[config.mk]
export PLATFORM = sky130hd
export DESIGN_NAME = idq_cell
export DESIGN_NICKNAME = d
export VERILOG_FILES = /design/src/design/idq_pkg.sv /design/src/design/idq_cell.sv
export SDC_FILE = /design/constraint.sdc
export NUM_CORES = 1
export LEC_CHECK = 0
export ABC_CLOCK_PERIOD_IN_PS = 9300
export BUFFER_PORTS_ARGS = -buffer_cell sky130_fd_sc_hd__clkbuf_2
export CAP_MARGIN = 20
export CORE_AREA = 2 2 132 134
export DETAILED_ROUTE_END_ITERATION = 12
export DIE_AREA = 0 0 134 136
export PLACE_DENSITY = 0.65
export SKIP_LAST_GASP = 1
export SYNTH_ARGS = -nofsm -noshare
export SYNTH_HDL_FRONTEND = slang
export SYNTH_SLANG_ARGS = --single-unit
[constraint.sdc]
create_clock -name clock -period 9.3 [get_ports clock]
set_clock_uncertainty 0.15 [all_clocks]
set_input_delay 0.465 -clock clock [delete_from_list [all_inputs] [get_ports clock]]
set_output_delay 0.465 -clock clock [all_outputs]
set_load 0.01 [all_outputs]
[src/design/idq_pkg.sv]
// Package: shared types, constants and sizing functions for the indexed deque.
`timescale 1ns / 1ps

package idq_pkg;

   // Store geometry
   localparam int DEPTH   = 512;
   localparam int REC_W   = 64;
   localparam int INDEX_W = $clog2(DEPTH);
   localparam int COUNT_W = $clog2(DEPTH + 1);
   localparam int CMP_W   = (COUNT_W > 9) ? COUNT_W : 9;

   // Field widths of the stream payloads
   localparam int CMD_W    = 3;
   localparam int POS_W    = 9;
   localparam int REC_IO_W = 64;
   localparam int STAT_W   = 2;
   localparam int CNT_IO_W = 10;
   localparam int REQ_W    = 80;
   localparam int RSP_W    = 80;

   // Command codes
   localparam logic [CMD_W-1:0] CMD_PUSH_FRONT   = 3'd0;
   localparam logic [CMD_W-1:0] CMD_PUSH_BACK    = 3'd1;
   localparam logic [CMD_W-1:0] CMD_POP_FRONT    = 3'd2;
   localparam logic [CMD_W-1:0] CMD_POP_BACK     = 3'd3;
   localparam logic [CMD_W-1:0] CMD_INSERT_AFTER = 3'd4;
   localparam logic [CMD_W-1:0] CMD_DELETE_AT    = 3'd5;

   // Status codes
   localparam logic [STAT_W-1:0] ST_DONE  = 2'd0;
   localparam logic [STAT_W-1:0] ST_EMPTY = 2'd1;
   localparam logic [STAT_W-1:0] ST_FULL  = 2'd2;

   // Per-cell operation broadcast along the chain
   typedef enum logic [1:0] {
      OP_HOLD,
      OP_INSERT,
      OP_REMOVE
   } cell_op_type;

   typedef struct packed {
      cell_op_type        op;
      logic [INDEX_W-1:0] slot;
   } cell_ctl_type;

   // Readout tree: OR of FANIN children per node, one register level each
   localparam int FANIN = 8;

   function automatic int node_count(input int lvl);
      int n;
      n = DEPTH;
      for (int j = 0; j < lvl; j++) begin
         n = (n + FANIN - 1) / FANIN;
      end
      return n;
   endfunction

   function automatic int tree_levels();
      int n;
      int l;
      n = DEPTH;
      l = 0;
      for (int j = 0; j < 32; j++) begin
         if (n > 1) begin
            n = (n + FANIN - 1) / FANIN;
            l = l + 1;
         end
      end
      return (l < 1) ? 1 : l;
   endfunction

   // Offset of the first output node of level lvl in the flat node array
   function automatic int node_offset(input int lvl);
      int s;
      s = 0;
      for (int j = 1; j <= lvl; j++) begin
         s = s + node_count(j);
      end
      return s;
   endfunction

   localparam int TREE_LEVELS = tree_levels();
   localparam int TREE_NODES  = node_offset(TREE_LEVELS);
   localparam int LVL_W       = (TREE_LEVELS > 1) ? $clog2(TREE_LEVELS) : 1;

endpackage

[src/design/idq_cell.sv]
// Module: one storage cell of the shifting record chain.
`timescale 1ns / 1ps

module idq_cell (
   input  logic                           clock,
   input  idq_pkg::cell_ctl_type          ctl,
   input  logic [idq_pkg::INDEX_W-1:0]    cell_index,
   input  logic [idq_pkg::REC_W-1:0]      from_left,
   input  logic [idq_pkg::REC_W-1:0]      from_right,
   input  logic [idq_pkg::REC_W-1:0]      record,
   output logic [idq_pkg::REC_W-1:0]      value,
   output logic [idq_pkg::REC_W-1:0]      pick
);

   logic [idq_pkg::REC_W-1:0] value_ff;
   logic [idq_pkg::REC_W-1:0] value_in;
   logic                      at_slot;
   logic                      above_slot;

   assign at_slot    = (cell_index == ctl.slot);
   assign above_slot = (cell_index > ctl.slot);

   always_comb begin
      value_in = value_ff;
      unique case (ctl.op)
         idq_pkg::OP_INSERT: begin
            if (above_slot) begin
               value_in = from_left;
            end else if (at_slot) begin
               value_in = record;
            end
         end
         idq_pkg::OP_REMOVE: begin
            if (above_slot || at_slot) begin
               value_in = from_right;
            end
         end
         default: begin
            value_in = value_ff;
         end
      endcase
   end

   always_ff @(posedge clock) begin
      value_ff <= value_in;
   end

   assign value = value_ff;
   // Offer the old contents to the readout tree when this cell is removed
   assign pick  = (ctl.op == idq_pkg::OP_REMOVE && at_slot) ? value_ff : '0;

endmodule

* Word level (Yosys, flattened, before mapping)
Index checks and enable logic that the tools add are counted.
Widths: inputs -> output; s select.
** Storage, ports and cells
- Flip-flop bits (word level) :: 64
- Bits of input ports :: 213
- Output and inout bits :: 128
- Word-level logic and storage cells :: 16
** Cells by class
- $lt $le $gt $ge :: 1
- Equality and inequality tests :: 5
- Muxes and demuxes :: 5
- Reduce and logical (&&, ||, !) cells :: 4
** Operators by type and width (number)
- $mux 64 :: 4
- $pmux 64 s2 :: 1
- $eq 9x9->1 :: 1
- $gt 9x9->1 :: 1
- $ne 3x3->1 const B :: 1
- $reduce_and 3->1 :: 1
- $eq 2x1->1 const B :: 1
- $eq 2x2->1 const B :: 1
- $ne 2x2->1 const B :: 1
- $reduce_bool 2->1 :: 1
- $logic_and 1x1->1 :: 1
- $logic_or 1x1->1 :: 1

* Logic depth before layout (Yosys ltp)
Gate-level depths: netlist of the first run.
- Depth in word-level cells :: 4
- Mapped depth :: 9
- Gate-level depth less buffers :: 7

* Least setup slack after synthesis of the first run
OpenSTA, ideal clock, no wires.
- Kind :: input -> register
- Start point :: input ctl[8] in the netlist's numbering
- End point :: register value_ff, in the netlist value[0] (enable)
- Library setup time :: 524 ps
- Arrival time :: 4995 ps
- Data required time :: 8626 ps
- Setup slack :: 3631 ps
- Stages on the path :: 6
- Buffers on the path :: 1
- Cell sequence :: inv_1 > ha_1 > nand4_2 > o221a_2 > clkbuf_1 > a31oi_1
** On the way
- Cells in the longest elaborated chain, start to end :: 4
- Elaborated cells between the ends (all ways) :: 6
- Classes of those cells :: order compare: 1; eq/ne: 3; reduce/logical: 2
** Ends and longest elaborated chain
- start, declared :: line idq_cell.sv:6 : input idq_pkg::cell_ctl_type ctl,
- $gt 9x9->1 / $eq 9x9->1 (equally long branches) :: line idq_cell.sv:21, idq_cell.sv:20
- $logic_or 1x1->1 :: line idq_cell.sv:34 : if (above_slot || at_slot) begin
- $ne 2x2->1 (no line)
- $reduce_and 3->1 (no line) *
- end signal, assigned :: line idq_cell.sv:45 : value_ff <= value_in;
- end, declared :: line idq_cell.sv:15 : logic [idq_pkg::REC_W-1:0] value_ff;
Mark *: on every way between the ends. The rest lies on a longest branch, timed or not.
A chain may end at the register's enable or synchronous reset.

* Final worst setup path of the first run
- Start point :: input ctl[8] in the netlist's numbering
- End point :: register value_ff, in the netlist value[60] (enable)
Same word-level chain as after synthesis.

==> results of run 1 <==
## per-layer routing
layer	up-vias	part of all wire (%)	routed length, um	GRT usage [%]
li1	2863	-	-	-
met1	2687	42	8080	26.9
met2	313	49	9540	32.4
met3	20	7.6	1470	3.28
met4	0	1.8	357	7.21
met5	-	0	0	0
## cell families (layout without fill, tap and decap cells)
logic type	count (synthesis)	count (layout)	synth area share, %
AO/OA/AOI/OAI	137	137	19.0
adder cells (fa/ha/maj)	9	9	2.26
AND/OR/NAND/NOR	266	266	31.6
buffers and inverters	92	376	8.44
XOR/XNOR	1	1	0.175
flip-flops	64	64	38.5
## path summary, 6_finish.rpt
check	depth (start not counted)	from	endpoint	slack, ps
hold / removal	3	from_right[13]	value[13]	280
setup / recovery	9	ctl[8]	value[60]	6100
## cells in the mapped netlist (2+ instances only)
library cell / count
a21oi_1: 67
and3_1: 128
buf_1: 4
buf_2: 25
buf_4: 2
buf_6: 5
clkbuf_1: 47
edfxtp_1: 64
ha_1: 9
inv_1: 9
nand2_1: 2
nand3_1: 65
nand4_1: 64
nor2b_1: 2
o2111ai_1: 64
o21a_1: 2
## stage by stage
stage	cells	hold slack (ps)	util [%]	worst slack, ps	area [um^2]
floorplan	569	523	-	3630	4990
global placement	1062	613	39.9	5230	6730
detailed placement	1062	617	39.9	5180	6730
CTS	1077	260	41.4	5520	6980
global route	1078	276	41.5	5920	7000
finish	1078	278	41.5	6100	7000
## power by group through the flow
stage	Sequential, W	Clock, W	Combinational, W
2_1_floorplan	0.000420	0	0.000105
3_3_place_gp	0.000407	0	0.000238
3_5_place_dp	0.000406	0	0.000241
4_1_cts	0.000401	0.000302	0.000242
5_1_grt	0.000405	0.000314	0.000268
6_report	0.000400	0.000291	0.000244
## cell type report
| class | count | area [um^2] | area share [%] |
|---|---|---|---|
| inverter | 9 | 33.8 | 0.482 |
| timing repair buffer | 352 | 1800 | 25.8 |
| tap | 225 | 282 | 4.02 |
| sequential | 64 | 1920 | 27.4 |
| clock buffer | 9 | 225 | 3.22 |
| clock inverter | 6 | 27.5 | 0.393 |
| multi-input combinational | 413 | 2710 | 38.7 |
==> run_results.csv, run 1 <==
group,metric,value,unit
clock_tree,cts_max_level,3,
floorplanning,num_rows,48,
critical_path,critical_path_buf_inv_count,5,
timing,fmax,0.313,GHz
flow_run,maxCapViolations,0,
grt,antenna_found_initial,0,
logic_synthesis,yosysSeqAreaShare,38.5,%
drt,drt-total-wl,19500,um
critical_path,cp-start-kind,"primary input",
clock_tree,cts_sinks,64,
placed_design,gp_congestion,0.848,
critical_path,crit_path_max_fanout,65,
grt,grt_max_degree,110,
critical_path,crit_path_frequent_cell,"buf_4",
logic_synthesis,synth-seq-cells,64,
power_and_ir_drop,power_frac_comb,26.1,%
floorplanning,coreArea,0.0169,mm^2
drt,ant_nets,0,
timing,hold_viol,0,
finish,layout_commonest_cell,"clkbuf_2",
critical_path,path_delay_family,"buffers and inverters",
power_and_ir_drop,switchingPower,0.000285,W
critical_path,critPathSlowestCell,"or3_2",
power_and_ir_drop,peakVddDrop,0.0751,mV
critical_path,crit_path_end_kind,"flop",
floorplanning,die_area,0.0182,mm^2
clock_tree,cts_tree,"done",
clock_tree,holdBufCountCts,0,
power_and_ir_drop,p_int,0.000650,W
grt,grt_pass1_wl,28500,um
timing,fin_crit_sh,34.4,%
min_path,worstHoldPathType,"primary input to flop",
critical_path,path_cells,"clkbuf_2 -> inv_1 -> ha_1 -> nand4_2 -> or3_2 -> buf_4 -> a31oi_4 -> buf_12 -> buf_4",
drt,firstDrtPassIters,4,
finish,layout.nets,1071,
logic_synthesis,avgSynthCellArea,8.78,um^2
logic_synthesis,yosysWarningCount,0,
logic_synthesis,synthesis.area,0.00499,mm^2
grt,grt_pass1_vias,5129,
drt,viasPerCell,5.46,
finish,drive_gt1_share,43.7,%
logic_synthesis,yosys-top-cells-area,"edfxtp_1, and3_1, o2111ai_1",
logic_synthesis,netlist.area_leader.share,38.5,%
logic_synthesis,async_flop_share,0,%
logic_synthesis,synth_nets,791,
floorplanning,die_w,134,um
power_and_ir_drop,seqPwrFrac,42.8,%
critical_path,cp.arrival,3020,ps
finish,antenna_cells,0,
clock_tree,post_cts_buffers,0,
clock_tree,cts.path.max_buffers,2,
critical_path,cpPeakStageDelay,510,ps
drt,wl_per_cell,18.0,um
placed_design,dp_hpwl,13600,um
floorplanning,io-pin-count,341,
power_and_ir_drop,switching_share,30.5,%
placed_design,portBuffers,340,
logic_synthesis,synth_edf_count,64,
floorplanning,dieHeight,136,um
timing,finalSetupViolCount,0,
power_and_ir_drop,power_density,134,mW/mm^2
timing,slew_headroom,34.7,%
power_and_ir_drop,power,0.000935,W
timing,layout_min_cycle_time,3200,ps
clock_tree,cts_made_buffers,9,
logic_synthesis,netlist_instances,569,
power_and_ir_drop,clkPwrFrac,31.1,%
outcome,status,"finished clean",
timing,setup_tns,0,ps
timing,worst_pin_slew,980,ps
logic_synthesis,yosysTopAreaCell,"edfxtp_1",
drt,vias,5883,
timing,rsz0062_at_grt,"no",
critical_path,critical_path_class,"primary input to flop",
power_and_ir_drop,power.leakage,3.64,nW
clock_tree,cts_resized,0,
logic_synthesis,ys_dominant_reg_cell,"edfxtp_1",
drt,drc,0,
grt,gr-total-overflow,0,
timing,final_max_slew_viol_count,0,
finish,area_growth_syn_to_layout,40.3,%
grt,track_usage,20.0,%
clock_tree,cts-root-buf,"clkbuf_16",
floorplanning,initial_core_util,29.6,%
critical_path,required,9130,ps
finish,layout_common_cells,"clkbuf_2, and3_1, a21oi_1, nand3_1",
finish,n_fill_cell,1736,
logic_synthesis,ys_types,26,
clock_tree,path_clk_slew,50,ps
drt,drt_iter0_markers,506,
finish,largest_reg_flops,64,
No activity file was read; power rests on OpenSTA's default activity.
==> run 2: changes to the inputs <==
--- a/config.mk
+++ b/config.mk
@@ -5,7 +5,7 @@
 export SDC_FILE = /design/constraint.sdc
 export NUM_CORES = 1
 export LEC_CHECK = 0
-export ABC_CLOCK_PERIOD_IN_PS = 9300
+export ABC_CLOCK_PERIOD_IN_PS = 3000
 export BUFFER_PORTS_ARGS = -buffer_cell sky130_fd_sc_hd__clkbuf_2
 export CAP_MARGIN = 20
 export CORE_AREA = 2 2 132 134
==> constraint.sdc (replaced) <==
create_clock -name clock -period 3 [get_ports clock]
set_clock_uncertainty 0.15 [all_clocks]
set_input_delay 0.15 -clock clock [delete_from_list [all_inputs] [get_ports clock]]
set_output_delay 0.15 -clock clock [all_outputs]
set_load 0.01 [all_outputs]
==> run_results.csv, run 2 (synthesis results as in run 1) <==
group,metric,value,unit
flow_run,maxCapViolations,0,
power_and_ir_drop,peakVddDrop,0.295,mV
critical_path,cp.arrival,2640,ps
grt,grt_max_degree,102,
clock_tree,cts_sinks,64,
power_and_ir_drop,clkPwrFrac,30.0,%
timing,finalSetupViolCount,0,
finish,post-route-util,47.5,%
drt,drt-total-wl,20600,um
timing,rsz0062_at_grt,"no",
timing,slew_headroom,47.7,%
placed_design,dp_hpwl,13800,um
outcome,status,"finished clean",
critical_path,path_delay_family,"buffers and inverters",
clock_tree,cts-root-buf,"clkbuf_16",
timing,final_max_slew_viol_count,0,
floorplanning,num_rows,48,
placed_design,placedCellCount,1066,
drt,viasPerCell,5.48,
clock_tree,cts_max_level,3,
floorplanning,die_area,0.0182,mm^2
power_and_ir_drop,switching_share,30.3,%
finish,fin_cells,1173,
critical_path,crit_path_end_kind,"flop",
drt,ant_nets,0,
min_path,hold_end,"value[50]",
critical_path,path_cells,"clkbuf_2 -> inv_1 -> ha_1 -> nand4_2 -> or3_2 -> buf_4 -> o2111ai_1 -> nand3_1 -> dlygate4sd3_1",
finish,drive_gt1_share,39.9,%
finish,layout.nets,1166,
placed_design,portBuffers,340,
finish,area_growth_syn_to_layout,60.4,%
min_path,worstHoldStart,"from_left[50]",
finish,layout_commonest_cell,"clkbuf_2",
finish,antenna_cells,0,
timing,fmax,0.368,GHz
timing,fin_crit_sh,90.7,%
critical_path,critical_path_class,"primary input to flop",
drt,firstDrtPassIters,5,
clock_tree,path_clk_slew,60,ps
timing,hold_viol,0,
drt,wl_per_cell,17.6,um
floorplanning,die_w,134,um
clock_tree,cts.path.max_buffers,2,
floorplanning,io-pin-count,341,
clock_tree,cts_made_buffers,9,
clock_tree,holdBufCountCts,91,
drt,vias,6431,
placed_design,gp_congestion,0.860,
grt,grt_pass1_wl,30600,um
critical_path,crit_path_max_fanout,64,
drt,drt_iter0_markers,628,
clock_tree,cts_resized,0,
floorplanning,initial_core_util,29.6,%
power_and_ir_drop,power_frac_comb,29.7,%
drt,drc,0,
timing,layout_min_cycle_time,2720,ps
power_and_ir_drop,power.leakage,4.07,nW
floorplanning,coreArea,0.0169,mm^2
critical_path,cp-start-kind,"primary input",
power_and_ir_drop,seqPwrFrac,40.3,%
timing,worst_pin_slew,785,ps
power_and_ir_drop,power_density,386,mW/mm^2
grt,antenna_found_initial,0,
grt,grt_pass1_vias,5922,
min_path,hold_depth,3,
finish,layout_common_cells,"clkbuf_2, and3_1, dlygate4sd3_1, a21oi_1, nand3_1",
power_and_ir_drop,p_int,0.00215,W
critical_path,required,2920,ps
floorplanning,dieHeight,136,um
critical_path,critical_path_buf_inv_count,4,
grt,gr-total-overflow,0,
critical_path,critPathSlowestCell,"dlygate4sd3_1",
clock_tree,post_cts_buffers,0,
min_path,worstHoldPathType,"primary input to flop",
timing,setup_tns,0,ps
power_and_ir_drop,switchingPower,0.000935,W
clock_tree,cts_tree,"done",
finish,largest_reg_flops,64,
critical_path,cpPeakStageDelay,580,ps
grt,track_usage,21.1,%
==> run 2: per-layer routing <==
layer	vias up	track usage, %	wire (um)	share of wire [%]
met2	335	34.9	10000	49
met4	0	9.16	609	3.0
met3	43	3.17	1410	6.8
li1	3058	-	-	-
met1	2995	27.4	8540	41
met5	-	0	0	0
==> run 2: power groups by stage <==
stage,Clock (W),Sequential [W],Combinational (W)
floorplan,0,0.00129,0.000328
global placement,0,0.00126,0.000751
detailed placement,0,0.00126,0.000758
CTS,0.000956,0.00125,0.000899
global route,0.000980,0.00126,0.00100
finish,0.000925,0.00125,0.000917
==> run 2: worst max path at each step <==
stage / start / endpoint / slack, ps / depth (start not counted)
5_1_grt: ctl[8] / value[49] / 160 / 9
4_1_cts: ctl[8] / value[54] / 310 / 9
2_1_floorplan: ctl[8] / value[0] / 20 / 8
3_3_place_gp: ctl[8] / value[0] / 470 / 8
6_report: ctl[8] / value[40] / 280 / 9
3_5_place_dp: ctl[8] / value[0] / 440 / 8
==> run 2: tightest hold or removal path, cell delays in order <==
cell	delay, ps
clkbuf_2	70
o2111ai_1	80
nand3_1	80
==> run 2: final cells by class <==
class	count	area, um^2
clock inverter	5	25.0
tap	225	282
clock buffer	10	229
timing repair buffer	447	2810
sequential	64	1920
inverter	9	33.8
multi-input combinational	413	2710
fill	1599	8870
==> run 2: per-stage QoR <==
stage	hold slack, ps	area (um^2)	total power [W]	setup WS, ps
after floorplan	208	5010	0.00162	19.8
after global placement	297	6820	0.00202	466
after detailed placement	301	6820	0.00202	444
after CTS	0.202	7990	0.00310	309
after global routing	14.0	8010	0.00324	162
final	13.3	8010	0.00309	280
